`config.mk`:
```
export PLATFORM = sky130hd
export DESIGN_NAME = multilevel_priority_queue_flat
export DESIGN_NICKNAME = d
export VERILOG_FILES = /design/src/mpq_pkg.sv /design/src/mpq_in_if.sv /design/src/mpq_out_if.sv /design/src/multilevel_priority_queue.sv /design/src/flat_wrapper.sv
export SDC_FILE = /design/constraint.sdc
export NUM_CORES = 2
export LEC_CHECK = 0
export ABC_AREA = 1
export BUFFER_PORTS_ARGS = -buffer_cell sky130_fd_sc_hd__buf_2
export CORE_ASPECT_RATIO = 1.1
export CORE_MARGIN = 5
export CORE_UTILIZATION = 65
export CTS_BUF_LIST = sky130_fd_sc_hd__clkbuf_4
export DETAILED_ROUTE_END_ITERATION = 6
export PLACE_DENSITY = 0.8
export SLEW_MARGIN = 20
export SYNTH_ARGS = -nofsm -noshare
export SYNTH_HDL_FRONTEND = slang
export SYNTH_SLANG_ARGS = --single-unit
```
`constraint.sdc`:
```
create_clock -name clk -period 5.5 [get_ports clk]
set_clock_uncertainty 0.05 [all_clocks]
set_input_delay 0.825 -clock clk [delete_from_list [all_inputs] [get_ports clk]]
set_output_delay 0.825 -clock clk [all_outputs]
set_load 0.03 [all_outputs]
```
`src/mpq_pkg.sv`:
```
// shared constants and types for the multilevel priority queue
package mpq_pkg;

  localparam int LEVELS     = 8;
  localparam int DEPTH      = 16;
  localparam int DATA_WIDTH = 16;

  localparam int CFG_W  = 4;
  localparam int PRIO_W = 3;
  localparam int LVL_W  = $clog2(LEVELS);
  localparam int PTR_W  = $clog2(DEPTH);
  localparam int CNT_W  = $clog2(DEPTH + 1);
  localparam int ADDR_W = LVL_W + PTR_W;
  localparam int MEM_DEPTH = 1 << ADDR_W;

  localparam logic [CFG_W-1:0] LEVELS_RESET = CFG_W'(8);

  typedef enum logic [0:0] {
    OP_ENQ = 1'b0,
    OP_DEQ = 1'b1
  } op_t;

  typedef enum logic [1:0] {
    ST_OK    = 2'd0,
    ST_EMPTY = 2'd1,
    ST_FULL  = 2'd2,
    ST_RANGE = 2'd3
  } status_t;

endpackage

```
`src/mpq_in_if.sv`:
```
// request channel of the multilevel priority queue
interface mpq_in_if
  import mpq_pkg::*;
  ();
  logic                  valid;
  logic                  ready;
  logic                  op;
  logic [PRIO_W-1:0]     priority_req;
  logic [DATA_WIDTH-1:0] entry_data;

  modport source (output valid, output op, output priority_req, output entry_data,
                  input ready);
  modport sink   (input valid, input op, input priority_req, input entry_data,
                  output ready);
endinterface

```
`src/mpq_out_if.sv`:
```
// result channel of the multilevel priority queue
interface mpq_out_if
  import mpq_pkg::*;
  ();
  logic                  valid;
  logic                  ready;
  logic [DATA_WIDTH-1:0] out_data;
  logic [PRIO_W-1:0]     out_level;
  logic [1:0]            status;

  modport source (output valid, output out_data, output out_level, output status,
                  input ready);
  modport sink   (input valid, input out_data, input out_level, input status,
                  output ready);
endinterface

```
`src/multilevel_priority_queue.sv`:
```
// multilevel priority queue: one ring fifo per level, lowest non-empty active level served first
// latency: the result of an item is valid in the cycle after it is accepted
// throughput: one item per cycle; the output register holds while out_ch.ready is low,
//   and a new item enters whenever the output register is empty or being taken
// reset (synchronous, rst_n low): all levels empty, pointers zero, levels_in_use = 8,
//   no result pending; the entry store itself is not cleared
module multilevel_priority_queue
  import mpq_pkg::*;
(
  input  logic             clk,
  input  logic             rst_n,
  input  logic             cfg_we,
  input  logic [CFG_W-1:0] cfg_wdata,
  mpq_in_if.sink           in_ch,
  mpq_out_if.source        out_ch
);

  logic [CFG_W-1:0] levels_r;

  logic [LEVELS-1:0][PTR_W-1:0] head_r, head_nxt;
  logic [LEVELS-1:0][PTR_W-1:0] tail_r, tail_nxt;
  logic [LEVELS-1:0][CNT_W-1:0] cnt_r, cnt_nxt;

  logic [DATA_WIDTH-1:0] mem [MEM_DEPTH];
  logic [DATA_WIDTH-1:0] rd_data_r;

  logic              out_valid_r;
  status_t           status_r, status_nxt;
  logic [PRIO_W-1:0] level_r, level_nxt;
  logic              deq_hit_r, deq_hit_nxt;

  logic [CFG_W-1:0]  act;
  logic              in_acc;
  logic              found;
  logic [LVL_W-1:0]  sel;
  logic              wr_en, rd_en;
  logic [ADDR_W-1:0] wr_addr, rd_addr;
  logic [LVL_W-1:0]  lvl;

  assign act    = (levels_r > CFG_W'(LEVELS)) ? CFG_W'(LEVELS) : levels_r;
  assign in_acc = in_ch.valid && in_ch.ready;
  assign in_ch.ready = !out_valid_r || out_ch.ready;
  assign lvl    = LVL_W'(in_ch.priority_req);

  // priority encoder over the active non-empty levels
  always_comb begin
    found = 1'b0;
    sel   = '0;
    for (int i = 0; i < LEVELS; i++) begin
      if (!found && (cnt_r[i] != '0) && (CFG_W'(i) < act)) begin
        found = 1'b1;
        sel   = LVL_W'(i);
      end
    end
  end

  always_comb begin
    head_nxt    = head_r;
    tail_nxt    = tail_r;
    cnt_nxt     = cnt_r;
    status_nxt  = ST_OK;
    level_nxt   = '0;
    deq_hit_nxt = 1'b0;
    wr_en       = 1'b0;
    rd_en       = 1'b0;
    wr_addr     = {lvl, tail_r[lvl]};
    rd_addr     = {sel, head_r[sel]};
    if (in_ch.op == OP_ENQ) begin
      if ({1'b0, in_ch.priority_req} >= (PRIO_W+1)'(act)) begin
        status_nxt = ST_RANGE;
      end else if (cnt_r[lvl] >= CNT_W'(DEPTH)) begin
        status_nxt = ST_FULL;
      end else begin
        wr_en         = in_acc;
        tail_nxt[lvl] = (tail_r[lvl] == PTR_W'(DEPTH - 1)) ? '0 : tail_r[lvl] + 1'b1;
        cnt_nxt[lvl]  = cnt_r[lvl] + 1'b1;
      end
    end else begin
      if (found) begin
        rd_en         = in_acc;
        deq_hit_nxt   = 1'b1;
        level_nxt     = PRIO_W'(sel);
        head_nxt[sel] = (head_r[sel] == PTR_W'(DEPTH - 1)) ? '0 : head_r[sel] + 1'b1;
        cnt_nxt[sel]  = cnt_r[sel] - 1'b1;
      end else begin
        status_nxt = ST_EMPTY;
      end
    end
  end

  always_ff @(posedge clk) begin
    if (!rst_n) begin
      levels_r    <= LEVELS_RESET;
      head_r      <= '0;
      tail_r      <= '0;
      cnt_r       <= '0;
      out_valid_r <= 1'b0;
    end else begin
      if (cfg_we) begin
        levels_r <= cfg_wdata;
      end
      if (in_acc) begin
        head_r      <= head_nxt;
        tail_r      <= tail_nxt;
        cnt_r       <= cnt_nxt;
        out_valid_r <= 1'b1;
      end else if (out_ch.ready) begin
        out_valid_r <= 1'b0;
      end
    end
  end

  always_ff @(posedge clk) begin
    if (in_acc) begin
      status_r  <= status_nxt;
      level_r   <= level_nxt;
      deq_hit_r <= deq_hit_nxt;
    end
  end

  always_ff @(posedge clk) begin
    if (wr_en) begin
      mem[wr_addr] <= in_ch.entry_data;
    end
    if (rd_en) begin
      rd_data_r <= mem[rd_addr];
    end
  end

  assign out_ch.valid     = out_valid_r;
  assign out_ch.out_data  = deq_hit_r ? rd_data_r : '0;
  assign out_ch.out_level = level_r;
  assign out_ch.status    = status_r;

  // a result that is not a dequeue hit carries zero data and level
  a_miss_zero: assert property (@(posedge clk) disable iff (!rst_n)
    (out_valid_r && (status_r != ST_OK || !deq_hit_r)) |->
      (out_ch.out_data == '0 && out_ch.out_level == '0))
    else $error("non-hit result with nonzero fields");

  // queue state moves only with an accepted item
  a_state_hold: assert property (@(posedge clk) disable iff (!rst_n)
    !in_acc |=> ($stable(cnt_r) && $stable(head_r) && $stable(tail_r)))
    else $error("queue state changed without an item");

  // a dequeue hit always names an active level
  a_hit_active: assert property (@(posedge clk) disable iff (!rst_n)
    (in_acc && in_ch.op == OP_DEQ && found) |-> (CFG_W'(sel) < act))
    else $error("dequeue from inactive level");

  for (genvar g = 0; g < LEVELS; g++) begin : g_cnt_chk
    a_cnt_bound: assert property (@(posedge clk) disable iff (!rst_n)
      cnt_r[g] <= CNT_W'(DEPTH))
      else $error("level count above depth");
  end

endmodule
```
`src/flat_wrapper.sv`:
```
// flat-port wrapper written by rule: the top's interface ports become plain ports
module multilevel_priority_queue_flat import mpq_pkg::*;
  (clk, rst_n, cfg_we, cfg_wdata, in_ch_valid, in_ch_op, in_ch_priority_req, in_ch_entry_data, in_ch_ready, out_ch_valid, out_ch_out_data, out_ch_out_level, out_ch_status, out_ch_ready);
  mpq_in_if in_ch_i ();
  mpq_out_if out_ch_i ();
  input  logic clk;
  input  logic rst_n;
  input  logic cfg_we;
  input  logic [CFG_W-1:0] cfg_wdata;
  input wire logic [$bits(in_ch_i.valid)-1:0] in_ch_valid;
  input wire logic [$bits(in_ch_i.op)-1:0] in_ch_op;
  input wire logic [$bits(in_ch_i.priority_req)-1:0] in_ch_priority_req;
  input wire logic [$bits(in_ch_i.entry_data)-1:0] in_ch_entry_data;
  output wire logic [$bits(in_ch_i.ready)-1:0] in_ch_ready;
  output wire logic [$bits(out_ch_i.valid)-1:0] out_ch_valid;
  output wire logic [$bits(out_ch_i.out_data)-1:0] out_ch_out_data;
  output wire logic [$bits(out_ch_i.out_level)-1:0] out_ch_out_level;
  output wire logic [$bits(out_ch_i.status)-1:0] out_ch_status;
  input wire logic [$bits(out_ch_i.ready)-1:0] out_ch_ready;
  assign in_ch_i.valid = in_ch_valid;
  assign in_ch_i.op = in_ch_op;
  assign in_ch_i.priority_req = in_ch_priority_req;
  assign in_ch_i.entry_data = in_ch_entry_data;
  assign in_ch_ready = in_ch_i.ready;
  assign out_ch_valid = out_ch_i.valid;
  assign out_ch_out_data = out_ch_i.out_data;
  assign out_ch_out_level = out_ch_i.out_level;
  assign out_ch_status = out_ch_i.status;
  assign out_ch_i.ready = out_ch_ready;
  multilevel_priority_queue u_core (.clk(clk), .rst_n(rst_n), .cfg_we(cfg_we), .cfg_wdata(cfg_wdata), .in_ch(in_ch_i), .out_ch(out_ch_i));
endmodule
```
==> run summary <==
The flow ran to the end, but the final reports show violations. The checks that failed: DRC. Synthesis produced a netlist whose cell count is 7809.

Data arrives at the worst endpoint at 6.40 ns. The fraction of layout cells with a size suffix above 1 is 13.4%. The maximum clock path buffer count is 4. The sum of met2 wire segment lengths after detailed routing was 119000 um; the routed wire length was 256000 um. In this run, CTS created clock tree buffers numbering 544.

Leaving out fill and tap cells, the most frequent cell in the layout is nand2_1. After detailed routing, the number of remaining DRC violations is 9. The number of cells on the worst reg-to-reg path is 24.

Along the worst path, the maximum fanout reaches 139. The critical path crosses 24 cells after its start point. 52 I/O pins were placed.

Area of the die: 145000 um2. The worst register-to-register path begins at u_core.levels_r[3]. In the detailed route, the total length drawn on met3 is 34500 um.

In this run, synthesis inferred 2070 flip-flops with an integrated enable. The tool flagged a number of max-cap violations equal to 0. The tools report the buffer cell driving the clock tree root as clkbuf_4. The via count of the first global-routing pass is 64.4k.

Number of vias after detailed routing: 66.0k. The first routing iteration left 10.9k violations. In this run the power density over the cells is 581 nW/um2. Class of the tightest hold or removal check: in -> reg.

Traced cell by cell, the critical path runs through inv_2 -> nand3_1 -> nand2_1 -> nand2_2 -> nand4_2 -> nor2_4 -> nand4_4 -> nand2_8 -> nand2_1 -> nand3_1 -> nand2_2 -> nor2_4 -> buf_12 -> buf_12 -> nand2_1 -> nand3_1 -> nand3_1 -> nand3_1 -> nand3_1 -> nand2_1 -> nand2_1 -> nand2_1 -> inv_1 -> nand2_1. For this run, the total global-route usage over all layers was measured as 35.1%. Post-synthesis sequential area ratio: 71.9%.

The most frequent cell on the critical path is nand2_1. In this run the tool buffered the top-level ports with 51 buffer cells. The critical path capture point is u_core.rd_data_r[13].

For the number of failing setup endpoints in the final timing report, the log shows 0. Measured against its own limit, the worst slew margin works out to 24.5%. For the final routed database, the setup TNS stands at 0 ns. Setup repair after global routing left no endpoint under its margin.

The run gives 145000 um as the detailed placer's ending HPWL. For the pin with the worst max-slew slack, the measured transition is 1.13 ns. Clock-pin slew was measured on the worst setup and hold paths at 0.07 ns.

Among all flip-flop cells after synthesis, the most frequent one is edfxtp_1. For this configuration, the core starts out at a cell density of 65.5%. The post-CTS setup-driven buffer insertion count came out at 0. The die extent in y is 399 um, and the number of levels in the clock H-tree is 6. The cell type of the slowest stage on the worst timing path was dfxtp_1.

The core outline area was 136000 um2. Fill cells in the final layout number 8851. Static timing analysis puts the maximum clock frequency at 189 MHz. After synthesis, the cell types taking the most area are edfxtp_1 69%, nand3_1 11%, nand2_1 9.7%.

Synthesis instantiated 47 different standard cells from the library. Number of cell rows: 142. Routability-driven placement finished with a final weighted congestion of 0.991.

In this run the critical register-to-register path is captured at u_core.rd_data_r[13]. In this run the worst setup path begins at u_core.levels_r[3]. The initial antenna violation count was 8.

The synthesized design contains 2179 register bits. The number of vias per cell was 6.38. In the layout the commonest cells are 2319 x nand2_1, 2070 x edfxtp_1, 1967 x nand3_1. Routed signal wires occupy layers up through met5. The number of warnings printed during yosys synthesis was 0; the net total in the final layout was 8258. Worst voltage drop across the vdd grid: 882 uV.

The worst hold path begins at in_ch_entry_data[4]. For the detailed-routing wirelength on met1, the log shows 88400 um. STA classifies the critical path endpoint as a flop. The synthesized netlist occupies a cell area of 89400 um2. The run gives 383000 um as the first-pass GRT wire length. The x dimension of the die came out at 364 um. The worst setup path is launched from a flop.

The largest total area in the synthesized netlist belongs to edfxtp_1. In the finished design, the share of the clock period the worst path needs comes to 96.1%. Entering global routing, the biggest net connects 140 pins.

The insertion delay of the later-clocked pin in the worst-skew pair is 1.38 ns, and the TritonCTS sink count is 2179. In this run the static leakage power is 0.0360 uW. The number of hold violations in the final report came out at 0.

The buffer and inverter count on the worst path came out at 4. In this design, the stage delay of the slowest critical-path cell is 0.51 ns. The number of nets produced by synthesis was 7845; the total overflow reported by the global router was 0. Total count of max-transition violations in the final report: 0. The area growth from synthesis to layout is 10.5%. Mean post-synth cell area: 11.5 um2.

The remaining number of nets flagged by the antenna check after routing came out at 0. By startpoint and endpoint, the worst setup path is classified as reg -> reg. Across all register-to-register paths, the minimum setup slack is 0.21 ns. The run gives 7 as the first-pass iteration count of the detailed router. The time the worst path needs with I/O delays and setup was 5.29 ns. The share of synthesized area in the top cell type comes to 69.5%.

The per-cell routed wire length is 24.7 um, and the critical path required time is 6.61 ns. The share of synthesized flip-flops with an asynchronous set or reset came out at 0%. The family with the most delay on the worst path is simple AND/OR/NAND/NOR gates. The total power came out at 57400 uW. TritonCTS built the clock tree.
[where the power goes]
group	internal (uW)	switching [uW]
registers	18300	87.1
clock network	6700	6240
logic	6770	19300
[what timing repair did]
item	4_1_cts	5_1_grt
endpoints found under the setup margin	0	9
hold buffers	26	1
hold endpoints to repair	246	9
resized for setup	0	4
[synthesized netlist by cell type (2+ instances only)]
cell type  count
o22ai_1       30
clkinv_1       5
nand2_1     2319
nor3_1         9
buf_2        366
o21ai_0      135
nand4_1        8
nor4_1         6
nor2_4         4
o21ai_1        5
inv_2         10
o2111ai_1      2
a22oi_1        5
inv_1        202
buf_4         14
o221ai_1       5
buf_1         22
buf_6         14
o211ai_1       4
a31oi_1        3
xor2_1         2
dfxtp_1      109
edfxtp_1    2070
xnor2_1        2
nand3_2        3
ha_1           7
a221oi_1      14
nand3_1     1967
o21bai_1       6
clkbuf_1      53
a21oi_1      119
nor2_1       263
nand2_4        3
nor2_2         3
o21ai_2        2
nand2_2        7
[worst min path at each step]
stage | to | slack, ns | depth (start not counted)
3_3_place_gp | u_core.tail_r[30] | 0.39 | 2
3_5_place_dp | u_core.tail_r[1] | 0.40 | 2
4_1_cts | u_core.mem[52][1] | 0.005 | 1
2_1_floorplan | u_core.head_r[25] | 0.37 | 2
6_report | u_core.mem[68][4] | 0.13 | 1
5_1_grt | u_core.mem[54][1] | 0.06 | 1
[stage by stage]
stage / instances / hold slack [ns] / utilization, % / cell area (um2) / worst slack, ns
after floorplan: 7809 / 0.375 / - / 89400 / 0.985
after global placement: 9449 / 0.391 / 67.6 / 92200 / 0.364
after detailed placement: 9449 / 0.398 / 67.6 / 92200 / 0.328
after CTS: 10340 / 0.00507 / 72.4 / 98800 / 0.254
after global routing: 10346 / 0.0627 / 72.4 / 98800 / 0.0559
final: 10349 / 0.128 / 72.4 / 98800 / 0.213
[layout make-up]
type	count	area [um2]	share of cell area (%)
flip-flops and latches	2179	64300	65.1
multi-input cells	4944	22000	22.3
clock buffers	754	5660	5.73
repair buffers	336	3060	3.09
well taps	1800	2250	2.28
inverters	217	827	0.837
clock inverters	111	676	0.684
diodes	8	20.0	0.0203
[metal layers]
| layer | vias to the layer above | global-route usage, % |
|---|---|---|
| li1 | 28674 | - |
| met1 | 31203 | 46.5 |
| met2 | 5252 | 54.4 |
| met3 | 907 | 8.90 |
| met4 | 4 | 18.8 |
| met5 | - | 0 |
[state kept, by name, indices dropped and copies added (netlist names)]
register	count
u_core.out_ch.out_level	3
u_core.mem	2048
u_core.tail_r	32
u_core.cnt_r	40
u_core.head_r	32
u_core.deq_hit_r	1
u_core.levels_r	4
u_core.out_ch.valid	1
u_core.out_ch.status	2
u_core.rd_data_r	16
[cells by family (layout without fill, tap and decap cells)]
logic type | after synthesis | after routing | synth area share [%]
AOI/OAI and AO/OA | 333 | 333 | 2.06
xor gates and xnor gates | 4 | 4 | 0.0392
adders and majority gates | 7 | 7 | 0.0979
buffers and inverters | 686 | 1418 | 3.57
DFF | 2179 | 2179 | 71.9
other | 0 | 8 | 0
and+or+nand+nor | 4600 | 4600 | 22.3
(Power assumes the default switching activity.)
